## config.mk

```make
export PLATFORM = sky130hd
export DESIGN_NAME = clock_page_replacement_unit
export DESIGN_NICKNAME = d
export VERILOG_FILES = /design/src/rtl/core/cpr_pkg.sv /design/src/rtl/core/cpr_regs.sv /design/src/rtl/core/cpr_ctrl.sv /design/src/rtl/core/cpr_dpath.sv /design/src/rtl/core/clock_page_replacement_unit.sv
export SDC_FILE = /design/constraint.sdc
export NUM_CORES = 1
export LEC_CHECK = 0
export BUFFER_PORTS_ARGS = -buffer_cell sky130_fd_sc_hd__buf_2
export CORE_MARGIN = 2
export CORE_UTILIZATION = 30
export CTS_BUF_LIST = sky130_fd_sc_hd__clkbuf_4 sky130_fd_sc_hd__clkbuf_8 sky130_fd_sc_hd__clkbuf_16
export DETAILED_ROUTE_END_ITERATION = 8
export HOLD_SLACK_MARGIN = 0.1
export PLACE_DENSITY_LB_ADDON = 0.15
export SYNTH_ARGS = -nofsm -noshare
export SYNTH_HDL_FRONTEND = slang
export SYNTH_HIERARCHICAL = 1
export SYNTH_SLANG_ARGS = --single-unit
```

## constraint.sdc

```tcl
create_clock -name clk -period 3.64 [get_ports clk]
set_input_delay 0.546 -clock clk [delete_from_list [all_inputs] [get_ports clk]]
set_output_delay 0.546 -clock clk [all_outputs]
set_load 0.01 [all_outputs]
```

## src/rtl/core/cpr_pkg.sv

```systemverilog
`timescale 1ns / 1ps
package cpr_pkg;

	localparam int ADDR_W       = 32;
	localparam int PAGE_W       = 20;
	localparam int PAGE_SHIFT   = 12;
	localparam int SLOT_W       = 5;
	localparam int WSZ_W        = 6;
	localparam int PADDR_W      = 5;
	localparam int PDATA_W      = 32;
	localparam int WS_SIZE_MAX  = 2 ** WSZ_W - 1;
	localparam int WS_DEPTH_DEF = 32;

	// Register indexes, taken from paddr[4:2].
	typedef enum logic [2:0] {
		REG_WS_SIZE      = 3'd0,
		REG_HEAP_START   = 3'd1,
		REG_HEAP_END     = 3'd2,
		REG_STACK_BOTTOM = 3'd3,
		REG_STACK_TOP    = 3'd4
	} reg_idx_t;

	typedef enum logic {
		OP_MARK  = 1'b0,
		OP_FAULT = 1'b1
	} op_t;

	typedef struct packed {
		logic [WSZ_W-1:0]  ws_size;
		logic [ADDR_W-1:0] heap_start;
		logic [ADDR_W-1:0] heap_end;
		logic [ADDR_W-1:0] stack_bottom;
		logic [ADDR_W-1:0] stack_top;
	} cfg_t;

	typedef struct packed {
		logic capture;
		logic mark;
		logic res_zero;
		logic res_illegal;
		logic start_scan;
		logic step;
		logic clear_used;
		logic read_page;
		logic place;
		logic out_load;
	} cmd_t;

	typedef struct packed {
		logic is_fault;
		logic illegal;
		logic not_full;
		logic free_found;
		logic victim_found;
	} status_t;

endpackage

```

## src/rtl/core/cpr_regs.sv

```systemverilog
`timescale 1ns / 1ps
module cpr_regs
	import cpr_pkg::*;
(
	input  logic               clk,
	input  logic               arst_n,
	input  logic               psel,
	input  logic               penable,
	input  logic               pwrite,
	input  logic [PADDR_W-1:0] paddr,
	input  logic [PDATA_W-1:0] pwdata,
	output logic [PDATA_W-1:0] prdata,
	output logic               pready,
	output cfg_t               cfg
);

	cfg_t     cfg_q;
	reg_idx_t reg_idx;
	logic     wr_en;

	assign pready  = 1'b1;
	assign reg_idx = reg_idx_t'(paddr[PADDR_W-1:2]);
	assign wr_en   = psel && penable && pwrite;
	assign cfg     = cfg_q;

	always_ff @(posedge clk or negedge arst_n) begin
		if (!arst_n) begin
			cfg_q.ws_size      <= WSZ_W'(32);
			cfg_q.heap_start   <= '0;
			cfg_q.heap_end     <= '0;
			cfg_q.stack_bottom <= '0;
			cfg_q.stack_top    <= '0;
		end else if (wr_en) begin
			case (reg_idx)
				REG_WS_SIZE:      cfg_q.ws_size      <= pwdata[WSZ_W-1:0];
				REG_HEAP_START:   cfg_q.heap_start   <= pwdata;
				REG_HEAP_END:     cfg_q.heap_end     <= pwdata;
				REG_STACK_BOTTOM: cfg_q.stack_bottom <= pwdata;
				REG_STACK_TOP:    cfg_q.stack_top    <= pwdata;
				default: ;
			endcase
		end
	end

	always_comb begin
		case (reg_idx)
			REG_WS_SIZE:      prdata = PDATA_W'(cfg_q.ws_size);
			REG_HEAP_START:   prdata = cfg_q.heap_start;
			REG_HEAP_END:     prdata = cfg_q.heap_end;
			REG_STACK_BOTTOM: prdata = cfg_q.stack_bottom;
			REG_STACK_TOP:    prdata = cfg_q.stack_top;
			default:          prdata = '0;
		endcase
	end

endmodule

```

## src/rtl/core/cpr_ctrl.sv

```systemverilog
`timescale 1ns / 1ps
module cpr_ctrl
	import cpr_pkg::*;
(
	input  logic    clk,
	input  logic    arst_n,
	input  logic    item_valid,
	output logic    item_stall,
	output logic    result_valid,
	input  logic    result_stall,
	input  status_t sts,
	output cmd_t    cmd
);

	typedef enum logic [2:0] {
		ST_IDLE,
		ST_EVAL,
		ST_SCAN,
		ST_SWEEP,
		ST_FETCH,
		ST_PLACE,
		ST_DONE
	} state_t;

	state_t state_q, state_d;
	logic   out_valid_q;
	logic   out_free;

	assign item_stall   = (state_q != ST_IDLE);
	assign result_valid = out_valid_q;
	assign out_free     = !out_valid_q || !result_stall;

	always_comb begin
		state_d = state_q;
		cmd     = '0;
		case (state_q)
			ST_IDLE: begin
				if (item_valid) begin
					cmd.capture = 1'b1;
					state_d     = ST_EVAL;
				end
			end
			ST_EVAL: begin
				if (!sts.is_fault) begin
					cmd.mark     = 1'b1;
					cmd.res_zero = 1'b1;
					state_d      = ST_DONE;
				end else if (sts.illegal) begin
					cmd.res_illegal = 1'b1;
					state_d         = ST_DONE;
				end else begin
					cmd.start_scan = 1'b1;
					state_d        = sts.not_full ? ST_SCAN : ST_SWEEP;
				end
			end
			ST_SCAN: begin
				if (sts.free_found) begin
					state_d = ST_PLACE;
				end else begin
					cmd.step = 1'b1;
				end
			end
			ST_SWEEP: begin
				if (sts.victim_found) begin
					state_d = ST_FETCH;
				end else begin
					cmd.step       = 1'b1;
					cmd.clear_used = 1'b1;
				end
			end
			ST_FETCH: begin
				cmd.read_page = 1'b1;
				state_d       = ST_PLACE;
			end
			ST_PLACE: begin
				cmd.place = 1'b1;
				state_d   = ST_DONE;
			end
			ST_DONE: begin
				if (out_free) begin
					cmd.out_load = 1'b1;
					state_d      = ST_IDLE;
				end
			end
			default: state_d = ST_IDLE;
		endcase
	end

	always_ff @(posedge clk or negedge arst_n) begin
		if (!arst_n) begin
			state_q     <= ST_IDLE;
			out_valid_q <= 1'b0;
		end else begin
			state_q <= state_d;
			if (cmd.out_load) begin
				out_valid_q <= 1'b1;
			end else if (!result_stall) begin
				out_valid_q <= 1'b0;
			end
		end
	end

endmodule

```

## src/rtl/core/cpr_dpath.sv

```systemverilog
`timescale 1ns / 1ps
module cpr_dpath
	import cpr_pkg::*;
#(
	parameter int WS_DEPTH = WS_DEPTH_DEF
) (
	input  logic              clk,
	input  logic              arst_n,
	input  cfg_t              cfg,
	input  cmd_t              cmd,
	output status_t           sts,
	input  logic              op,
	input  logic [ADDR_W-1:0] fault_address,
	input  logic              in_page_file,
	input  logic [SLOT_W-1:0] slot_index,
	input  logic              is_write,
	output logic [SLOT_W-1:0] placed_slot,
	output logic              evicted,
	output logic [PAGE_W-1:0] evicted_page,
	output logic              needs_writeback,
	output logic              illegal_access
);

	// ws_size cannot name more than WS_SIZE_MAX slots, so no storage beyond that.
	localparam int SLOTS = (WS_DEPTH < WS_SIZE_MAX) ? WS_DEPTH : WS_SIZE_MAX;
	localparam int IW    = $clog2(SLOTS);
	localparam int CW    = $clog2(SLOTS + 1);
	localparam int NW    = $clog2(2 * SLOTS + 1);
	localparam logic [WSZ_W-1:0] SLOTS_V = WSZ_W'(SLOTS);

	// Captured item.
	logic              op_q;
	logic [ADDR_W-1:0] addr_q;
	logic              in_pf_q;
	logic [SLOT_W-1:0] sidx_q;
	logic              wr_q;

	// Working set state.
	logic [SLOTS-1:0]  valid_q;
	logic [SLOTS-1:0]  used_q;
	logic [SLOTS-1:0]  dirty_q;
	logic [PAGE_W-1:0] page_mem [SLOTS];
	logic [IW-1:0]     hand_q;
	logic [CW-1:0]     count_q;

	// Scan state.
	logic [IW-1:0]     idx_q;
	logic [NW-1:0]     n_q;
	logic              full_q;
	logic [PAGE_W-1:0] rd_page_q;

	// Staged result and output register.
	logic [SLOT_W-1:0] res_slot_q;
	logic              res_ev_q;
	logic [PAGE_W-1:0] res_page_q;
	logic              res_wb_q;
	logic              res_ill_q;
	logic [SLOT_W-1:0] out_slot_q;
	logic              out_ev_q;
	logic [PAGE_W-1:0] out_page_q;
	logic              out_wb_q;
	logic              out_ill_q;

	logic [WSZ_W-1:0]  eff_size;
	logic [CW-1:0]     size;
	logic [IW-1:0]     idx_next;
	logic [IW-1:0]     mark_idx;
	logic              mark_hit;
	logic              in_heap;
	logic              in_stack;
	logic              victim_ev;

	always_comb begin
		if (cfg.ws_size == '0) begin
			eff_size = WSZ_W'(1);
		end else if (cfg.ws_size > SLOTS_V) begin
			eff_size = SLOTS_V;
		end else begin
			eff_size = cfg.ws_size;
		end
	end

	assign size     = CW'(eff_size);
	assign idx_next = ((CW'(idx_q) + CW'(1)) == size) ? '0 : idx_q + IW'(1);
	assign mark_idx = IW'(sidx_q);
	assign mark_hit = ({1'b0, sidx_q} < SLOTS_V) && valid_q[mark_idx];

	// Windows are half open; an empty or inverted window holds nothing.
	assign in_heap  = (addr_q >= cfg.heap_start) && (addr_q < cfg.heap_end);
	assign in_stack = (addr_q >= cfg.stack_bottom) && (addr_q < cfg.stack_top);

	assign sts.is_fault     = (op_q == OP_FAULT);
	assign sts.illegal      = !in_pf_q && !in_heap && !in_stack;
	assign sts.not_full     = (count_q < size);
	assign sts.free_found   = !valid_q[idx_q] || (n_q == NW'(size));
	assign sts.victim_found = !used_q[idx_q] || (n_q == (NW'(size) << 1));

	assign victim_ev = full_q && valid_q[idx_q];

	always_ff @(posedge clk) begin
		if (cmd.capture) begin
			op_q    <= op;
			addr_q  <= fault_address;
			in_pf_q <= in_page_file;
			sidx_q  <= slot_index;
			wr_q    <= is_write;
		end
		if (cmd.read_page) begin
			rd_page_q <= page_mem[idx_q];
		end
		if (cmd.place) begin
			page_mem[idx_q] <= addr_q[ADDR_W-1:PAGE_SHIFT];
		end
		if (cmd.res_zero || cmd.res_illegal) begin
			res_slot_q <= '0;
			res_ev_q   <= 1'b0;
			res_page_q <= '0;
			res_wb_q   <= 1'b0;
			res_ill_q  <= cmd.res_illegal;
		end else if (cmd.place) begin
			res_slot_q <= SLOT_W'(idx_q);
			res_ev_q   <= victim_ev;
			res_page_q <= victim_ev ? rd_page_q : '0;
			res_wb_q   <= victim_ev && dirty_q[idx_q];
			res_ill_q  <= 1'b0;
		end
		if (cmd.out_load) begin
			out_slot_q <= res_slot_q;
			out_ev_q   <= res_ev_q;
			out_page_q <= res_page_q;
			out_wb_q   <= res_wb_q;
			out_ill_q  <= res_ill_q;
		end
	end

	always_ff @(posedge clk or negedge arst_n) begin
		if (!arst_n) begin
			valid_q <= '0;
			used_q  <= '0;
			dirty_q <= '0;
			hand_q  <= '0;
			count_q <= '0;
			idx_q   <= '0;
			n_q     <= '0;
			full_q  <= 1'b0;
		end else begin
			if (cmd.mark && mark_hit) begin
				used_q[mark_idx] <= 1'b1;
				if (wr_q) begin
					dirty_q[mark_idx] <= 1'b1;
				end
			end
			if (cmd.start_scan) begin
				// A hand left beyond a shrunk set restarts at slot zero.
				idx_q  <= (CW'(hand_q) < size) ? hand_q : '0;
				n_q    <= '0;
				full_q <= !sts.not_full;
			end
			if (cmd.step) begin
				idx_q <= idx_next;
				n_q   <= n_q + NW'(1);
				if (cmd.clear_used) begin
					used_q[idx_q] <= 1'b0;
				end
			end
			if (cmd.place) begin
				valid_q[idx_q] <= 1'b1;
				used_q[idx_q]  <= 1'b0;
				dirty_q[idx_q] <= 1'b0;
				if (!valid_q[idx_q]) begin
					count_q <= count_q + CW'(1);
				end
				hand_q <= full_q ? idx_next : idx_q;
			end
		end
	end

	assign placed_slot     = out_slot_q;
	assign evicted         = out_ev_q;
	assign evicted_page    = out_page_q;
	assign needs_writeback = out_wb_q;
	assign illegal_access  = out_ill_q;

endmodule

```

## src/rtl/core/clock_page_replacement_unit.sv

```systemverilog
`timescale 1ns / 1ps
// Channel  | Dir | Handshake                | Payload
// item     | in  | item_valid / item_stall  | op, fault_address, in_page_file, slot_index,
//          |     |                          | is_write
// result   | out | result_valid / result_stall | placed_slot, evicted, evicted_page,
//          |     |                          | needs_writeback, illegal_access
// config   | in  | APB psel/penable, pready | paddr, pwdata, prdata
//
// One item is in work at a time. A mark or a refused fault goes from evaluation
// to the result; a fault with room scans for a free slot, and a full set sweeps
// for a victim and reads its page; then the page is placed. The hand visits one
// slot per cycle; a sweep clears each used bit it passes, so it wraps at most once.
// Reset clears the working set, the hand and the count; there is no clearing pass.
// A stalled result sits in the output register while the next item is accepted.
module clock_page_replacement_unit
	import cpr_pkg::*;
#(
	parameter int WS_DEPTH = WS_DEPTH_DEF
) (
	input  logic               clk,
	input  logic               arst_n,
	input  logic               psel,
	input  logic               penable,
	input  logic               pwrite,
	input  logic [PADDR_W-1:0] paddr,
	input  logic [PDATA_W-1:0] pwdata,
	output logic [PDATA_W-1:0] prdata,
	output logic               pready,
	input  logic               item_valid,
	output logic               item_stall,
	input  logic               op,
	input  logic [ADDR_W-1:0]  fault_address,
	input  logic               in_page_file,
	input  logic [SLOT_W-1:0]  slot_index,
	input  logic               is_write,
	output logic               result_valid,
	input  logic               result_stall,
	output logic [SLOT_W-1:0]  placed_slot,
	output logic               evicted,
	output logic [PAGE_W-1:0]  evicted_page,
	output logic               needs_writeback,
	output logic               illegal_access
);

	cfg_t    cfg;
	cmd_t    cmd;
	status_t sts;

	cpr_regs u_regs (
		.clk     (clk),
		.arst_n  (arst_n),
		.psel    (psel),
		.penable (penable),
		.pwrite  (pwrite),
		.paddr   (paddr),
		.pwdata  (pwdata),
		.prdata  (prdata),
		.pready  (pready),
		.cfg     (cfg)
	);

	cpr_ctrl u_ctrl (
		.clk          (clk),
		.arst_n       (arst_n),
		.item_valid   (item_valid),
		.item_stall   (item_stall),
		.result_valid (result_valid),
		.result_stall (result_stall),
		.sts          (sts),
		.cmd          (cmd)
	);

	cpr_dpath #(
		.WS_DEPTH (WS_DEPTH)
	) u_dpath (
		.clk             (clk),
		.arst_n          (arst_n),
		.cfg             (cfg),
		.cmd             (cmd),
		.sts             (sts),
		.op              (op),
		.fault_address   (fault_address),
		.in_page_file    (in_page_file),
		.slot_index      (slot_index),
		.is_write        (is_write),
		.placed_slot     (placed_slot),
		.evicted         (evicted),
		.evicted_page    (evicted_page),
		.needs_writeback (needs_writeback),
		.illegal_access  (illegal_access)
	);

endmodule

```

* Word level (Yosys, flattened, before mapping)
Memories as Yosys holds them, arrays and structs flattened. A register that Yosys moved wholly into a read port is not among the register bits.
Cells that the tools add are included.
** Word-level totals
- Register bits after elaboration :: 354
- Output and inout port bits :: 63
- Memories kept :: 1
- Input port bits :: 84
- Memory bits (writable) :: 640
- Logic and storage cells :: 167
** Memory list
- u_dpath.page_mem :: depth 32, bits a word 20, read ports 1, clocked after Yosys merged registers in 1, write ports 1, line cpr_dpath.sv:42 : logic [PAGE_W-1:0] page_mem [SLOTS];
** Operators by class
- $add $sub $neg :: 4
- Bitwise logic cells :: 8
- Reduce and logical (&&, ||, !) cells :: 36
- Order comparisons :: 11
- Equality and inequality tests :: 18
- Multiplexer cells :: 59
** Operators by type and width (number)
- two-way mux 32 bit :: 7
- case mux 32 bit (5 select lines) :: 1
- AND 32 bit :: 3
- bitwise OR 32 bit :: 3
- greater-or-equal comparator 32 bit :: 2
- less-than comparator 32 bit :: 2
- NOT 32 bit :: 1
- two-way mux 5 bit :: 5
- two-way mux 1 bit :: 23
- case mux 3 bit (7 select lines) :: 1
- binary-select mux 1 bit (select 5 bit) :: 4
- two-way mux 20 bit :: 1
- two-way mux 3 bit :: 6
- two-way mux 7 bit :: 2
- equality test 3 x 2 -> 1 bit, second input constant :: 4
- equality test 3 bit, second input constant :: 4
- less-than comparator 5 x 6 -> 1 bit, second input constant :: 2
- two-way mux 6 bit :: 2
- AND reduction 2 bit :: 6
- logical AND 1 bit :: 11
- demux 1 bit (select 5 bit) :: 2
- greater-or-equal comparator 5 x 1 -> 1 bit, second input constant :: 2
- zero test 1 bit :: 8
- adder 7 x 1 -> 7 bit, second input constant :: 1
- 22 further kinds :: 33

* Depth between registers and ports, before layout
- Depth after elaboration :: 15
- Mapped depth :: 16
- Mapped depth without buffers :: 14

* By module
The synthesis kept the hierarchy.
** By module, submodules not included
- cpr_dpath :: cells each 2189, instances 1, seq. area each 25434.4 um^2, area an instance 37015.5 um^2
- cpr_regs :: cells each 424, instances 1, seq. area each 3354.5 um^2, area an instance 6034.5 um^2
- cpr_ctrl :: cells each 39, instances 1, seq. area each 100.1 um^2, area an instance 334.1 um^2

* Worst setup path after synthesis
Ideal clock, no wire load.
- Path type :: register to register
- From :: register u_dpath.addr_q[13]
- To :: register u_dpath.res_ill_q (enable)
- Library setup time :: 0.253 ns
- Data arrival time :: 3.345 ns
- Clock period less this slack :: 3.598 ns
- Stages on the path, launching flop included :: 16
- Path slack :: 0.042 ns
- Cell sequence :: edfxtp_1 ha_1 a21o_1 a21o_1 a21oi_1 o211ai_1 a211o_1 a211oi_1 nor3_1 nand2_1 nor2_1 or2_2 clkbuf_1 nor2_1 clkbuf_1 inv_1
** RTL lines
- start: declaration :: line cpr_dpath.sv:33 : logic [ADDR_W-1:0] addr_q;
- start signal: assignment :: line cpr_dpath.sv:103 : addr_q <= fault_address;
- end signal: assignment :: line cpr_dpath.sv:119 : res_ill_q <= cmd.res_illegal;
- end: declaration :: line cpr_dpath.sv:57 : logic res_ill_q;

==> results list <==
* Result of the run: completed
- Static timing analysis puts the maximum clock frequency at 281 MHz.
- Fillers: 13.7k
- The tightest hold path in the finished design has a slack of 0.168 ns.
* Number of antenna violations at the first check in global routing: 3
- The clock passes through at most 3 buffers.
- List of cells traversed by the critical path: ha_1 > a21o_1 > a21o_1 > a211oi_2 > buf_4 > o21ai_0 > a211o_1 > a31oi_4 > nor3_4 > nand2_1 > nor2_2 > or2_4 > nor4b_4 > buf_12 > buf_16 > a22o_1
- The later pin in the worst-skew pair is clocked with a latency of 0.74 ns.
- Number of synthesized register bits: 1,014
- Setup repair after global routing could not meet its margin everywhere.
- For this run, asynchronously set or reset flops after synthesis account for 0.254.
* Commonest cells after routing, fill and taps aside: sky130_fd_sc_hd__edfxtp_1 (729), sky130_fd_sc_hd__dfrtp_1 (255), sky130_fd_sc_hd__mux4_2 (192)
- Overflow after GRT: 0
- For this design, the sink count on the clock tree is 1,014.
- Synth Instances: 2,652
- The H-tree was split into 3 levels.
- The detail route stage leaves a number of antenna-violating nets equal to 0.
* Final Hold Viols: 0
- The critical path starts at u_dpath/addr_q[19]$_DFFE_PP_.
* Worst stage delay on the critical path: 0.49 ns
* Most frequent standard cell in the layout excluding fill and tap cells: sky130_fd_sc_hd__edfxtp_1
* Number of optimization iterations in the first detailed-route pass: 5
- Clock-pin slew was measured on the worst setup and hold paths at 0.06 ns.
- The internal power of the cells totals 23.8 mW.
* Fraction of layout instances using a drive strength above 1: 0.311
* Post-synthesis average cell area: 16.4 um^2
- Worst EP required: 4.31 ns
- Placement-stage cell area: 47,200 um^2
- Critical path peak fanout: 6
- Slowest library cell on the worst path: sky130_fd_sc_hd__edfxtp_1
- Number of CTS-inserted buffers: 110
- After detailed routing, the number of vias per cell comes to 4.96.
- CTS Root Buffer Type: sky130_fd_sc_hd__clkbuf_16
- Area growth from synthesis to layout: 19.9%
- For this configuration, the core starts out at a cell density of 0.302.
- The die is 384 um wide.
- Post-Syn Nets: 2,877
- The finished cells cover 52,000 um^2.
- Worst max-slew margin expressed relative to the limit: 0.276
* Routed wire per std cell: 24.5 um
- TritonCTS clock tree: yes
- The via count of the first global-routing pass is 26.6k.
* Crit Path Category: reg -> reg
- Number of violations of the max-capacitance limit: 0
- Reg-to-reg setup timing slack: 0.08 ns
- Wires add up to 122,000 um.
* Port Buffers: 143
* Top FF cell, synth: sky130_fd_sc_hd__edfxtp_1
- Following the worst setup path forward leads to its endpoint at u_dpath/res_page_q[5]$_SDFFE_PP0P_.
* Count of distinct cell types in the synthesized netlist: 76
- Vertical extent of the die: 384 um
- The critical path runs through a total of 16 cells.
- The worst register-to-register path ends at u_dpath/res_page_q[5]$_SDFFE_PP0P_.
- Worst vdd rail ir drop: 0.000445 V
* Post-route clock skew: 0.0500 ns
* Arrival time at the worst endpoint: 4.23 ns
- R2r worst-path depth: 16
- Area of the core: 144,000 um^2
- Broken down by cell family, the worst path's largest delay share belongs to compound AO/OA/AOI/OAI gates.
* Row count: 139
- The detailed router finished its first iteration with 1,907 violations.
- After detailed routing, the number of remaining DRC violations is 0.
- The worst setup path is captured at a register.
* Count of boundary I/O pins: 147
* Total Nets Final: 3,233
* DIE AREA: 148,000 um^2
* Number of synthesized flops with an enable pin: 729
- Yosys warns: 6
* Areal power density over the cells: 650 nW/um^2
- Count of pins over their slew limit: 0
- Cell repeated most along the worst path: sky130_fd_sc_hd__a21o_1
- Setup violations remaining at the end of the flow were counted as 0.
- The tightest min-delay check is of the in -> reg type.
- Share of total power consumed by net switching: 0.295
* Switch Pwr: 9.97 mW
- Placed wire-length estimate after detailed placement: 78,300 um
- For this run, the total global-route usage over all layers was measured as 0.165.
* Total via count in the routed design: 24.9k
- Placer Congestion: 0.866
- Transition time of the tightest slew-check pin: 1.08 ns
* Portion of the clock cycle consumed by the worst path in the final layout: 0.977
- Entering global routing, the biggest net connects 96 pins.
- The share of total power dissipated in the clock network is 0.333.
- Diode count: 0
- Syn Std Cell Area: 43,400 um^2
* Leak: 19.2 nW
- The share of total power dissipated in sequential elements is 0.429.
- CP bufs+invs: 3
- The first global-routing pass estimated 180,000 um of wire.
* Startpoint of the most critical register-to-register path: u_dpath/addr_q[19]$_DFFE_PP_
* Share of total power in combinational logic: 0.238
* Portion of the post-synthesis area used by sequential elements: 0.666
- The worst path in the final design needs a cycle of 3.56 ns, including I/O delays and setup.
* Kind of start point of the critical path: register
-- kinds of logic after synthesis --
| group | Yosys count | synth area share |
|---|---|---|
| other cells | 1 | 0.0000864 |
| simple gates | 374 | 0.0455 |
| mux | 393 | 0.151 |
| buf+inv | 283 | 0.0284 |
| compound gates | 421 | 0.0635 |
| xor+xnor | 25 | 0.00536 |
| flops | 1014 | 0.666 |
| fa+ha+maj | 141 | 0.0407 |
-- metrics by stage --
step	std cells	worst slack [ns]	total power [mW]	utilization	setup TNS (ns)
4_1_cts	5004	-0.00630	34.3	0.362	-0.00630
3_5_place_dp	4709	-0.296	22.6	0.329	-7.33
2_1_floorplan	2652	0.0425	19.6	-	0
3_3_place_gp	4709	-0.268	22.5	0.329	-6.72
6_report	5006	0.0842	33.8	0.362	0
5_1_grt	5006	-0.0964	35.5	0.362	-1.78
-- per-layer routing --
metal	global-route usage	wire length, um	vias up
met2	0.286	61600	611
met3	0.0235	5020	162
met4	0.0485	2740	6
li1	-	-	11100
met1	0.215	53100	13000
met5	0	37	-
-- what timing repair did --
item                       CTS  global route
cloned                       2             0
setup buffers               13             2
pin swaps                   22             7
hold endpoints to repair   255             0
hold buffers                74             0
gates resized for setup     26             9
setup endpoints to repair   42            53
-- registers in the layout (all words and copies together) (netlist names), 3 cells and up --
| register | flops |
|---|---|
| u_dpath/page_mem | 640 |
| u_ctrl/state_q | 3 |
| u_dpath/used_q | 32 |
| u_dpath/rd_page_q | 20 |
| u_dpath/res_slot_q | 5 |
| u_dpath/dirty_q | 32 |
| u_dpath/evicted_page | 20 |
| u_dpath/placed_slot | 5 |
| u_dpath/res_page_q | 20 |
| u_dpath/valid_q | 32 |
| u_dpath/count_q | 6 |
| u_dpath/hand_q | 5 |
| u_dpath/idx_q | 5 |
| u_dpath/mark_idx | 5 |
| u_dpath/n_q | 7 |
| u_dpath/addr_q | 32 |
| u_regs/cfg | 134 |
-- power groups by stage --
stage	clock network, mW	registers [mW]	logic (mW)
6_report	11.3	14.5	8.02
5_1_grt	12.0	14.6	8.81
4_1_cts	11.6	14.6	8.10
3_5_place_dp	0	14.8	7.84
3_3_place_gp	0	14.8	7.76
2_1_floorplan	0	14.4	5.13
-- cell type report --
class / count / area, um^2 / share of cell area
clock buffer: 153 / 3150 / 0.0606
clock inverter: 54 / 553 / 0.0106
inverter: 141 / 529 / 0.0102
multi-input combinational: 1355 / 13500 / 0.260
sequential: 1014 / 28900 / 0.556
tap: 1903 / 2380 / 0.0458
timing repair buffer: 386 / 2970 / 0.0570
-- how the worst min path moves through the flow --
stage	start	endpoint	slack, ns	cells after the start
after detailed placement	u_dpath/res_slot_q[1]$_SDFFE_PP0P_	u_dpath/placed_slot[1]$_DFFE_PP_	0.42	0
after global routing	item_valid	u_ctrl/state_q[2]$_DFFE_PN0P_	0.15	2
after global placement	u_dpath/res_ev_q$_SDFFE_PP0P_	u_dpath/evicted$_DFFE_PP_	0.42	0
final	item_valid	u_ctrl/state_q[2]$_DFFE_PN0P_	0.17	2
after CTS	item_valid	u_ctrl/state_q[2]$_DFFE_PN0P_	0.11	2
after floorplan	arst_n	u_ctrl/result_valid$_DFFE_PN0P_	0.25	0
-- synth_stat cells (10+ instances only) --
| library cell | instances | area share |
|---|---|---|
| sky130_fd_sc_hd__nor3b_1 | 10 | 0.0017 |
| sky130_fd_sc_hd__or2_2 | 34 | 0.0049 |
| sky130_fd_sc_hd__buf_2 | 47 | 0.0054 |
| sky130_fd_sc_hd__o22ai_1 | 39 | 0.0056 |
| sky130_fd_sc_hd__nand3_1 | 22 | 0.0025 |
| sky130_fd_sc_hd__nand2_1 | 80 | 0.0069 |
| sky130_fd_sc_hd__mux2i_1 | 48 | 0.011 |
| sky130_fd_sc_hd__edfxtp_1 | 729 | 0.50 |
| sky130_fd_sc_hd__dfrtp_1 | 257 | 0.15 |
| sky130_fd_sc_hd__mux4_2 | 192 | 0.10 |
| sky130_fd_sc_hd__mux2_2 | 148 | 0.038 |
| sky130_fd_sc_hd__o2111ai_1 | 21 | 0.0042 |
| sky130_fd_sc_hd__xor2_1 | 10 | 0.0020 |
| sky130_fd_sc_hd__ha_1 | 141 | 0.041 |
| sky130_fd_sc_hd__nand4_1 | 25 | 0.0036 |
| sky130_fd_sc_hd__a22o_1 | 21 | 0.0042 |
| sky130_fd_sc_hd__buf_4 | 16 | 0.0028 |
| sky130_fd_sc_hd__nor2_1 | 119 | 0.010 |
| sky130_fd_sc_hd__nand2b_1 | 11 | 0.0016 |
| sky130_fd_sc_hd__buf_1 | 21 | 0.0018 |
| sky130_fd_sc_hd__a21oi_1 | 142 | 0.016 |
| sky130_fd_sc_hd__xnor2_1 | 14 | 0.0028 |
| sky130_fd_sc_hd__and3_1 | 12 | 0.0017 |
| sky130_fd_sc_hd__o21ai_0 | 37 | 0.0043 |
| sky130_fd_sc_hd__dfxtp_1 | 27 | 0.012 |
| sky130_fd_sc_hd__inv_1 | 140 | 0.012 |
| sky130_fd_sc_hd__a22oi_1 | 89 | 0.015 |
| sky130_fd_sc_hd__a21o_1 | 16 | 0.0028 |
| sky130_fd_sc_hd__clkbuf_1 | 51 | 0.0044 |
| sky130_fd_sc_hd__nor2b_1 | 12 | 0.0017 |
Power figures use the tool's default switching activity.
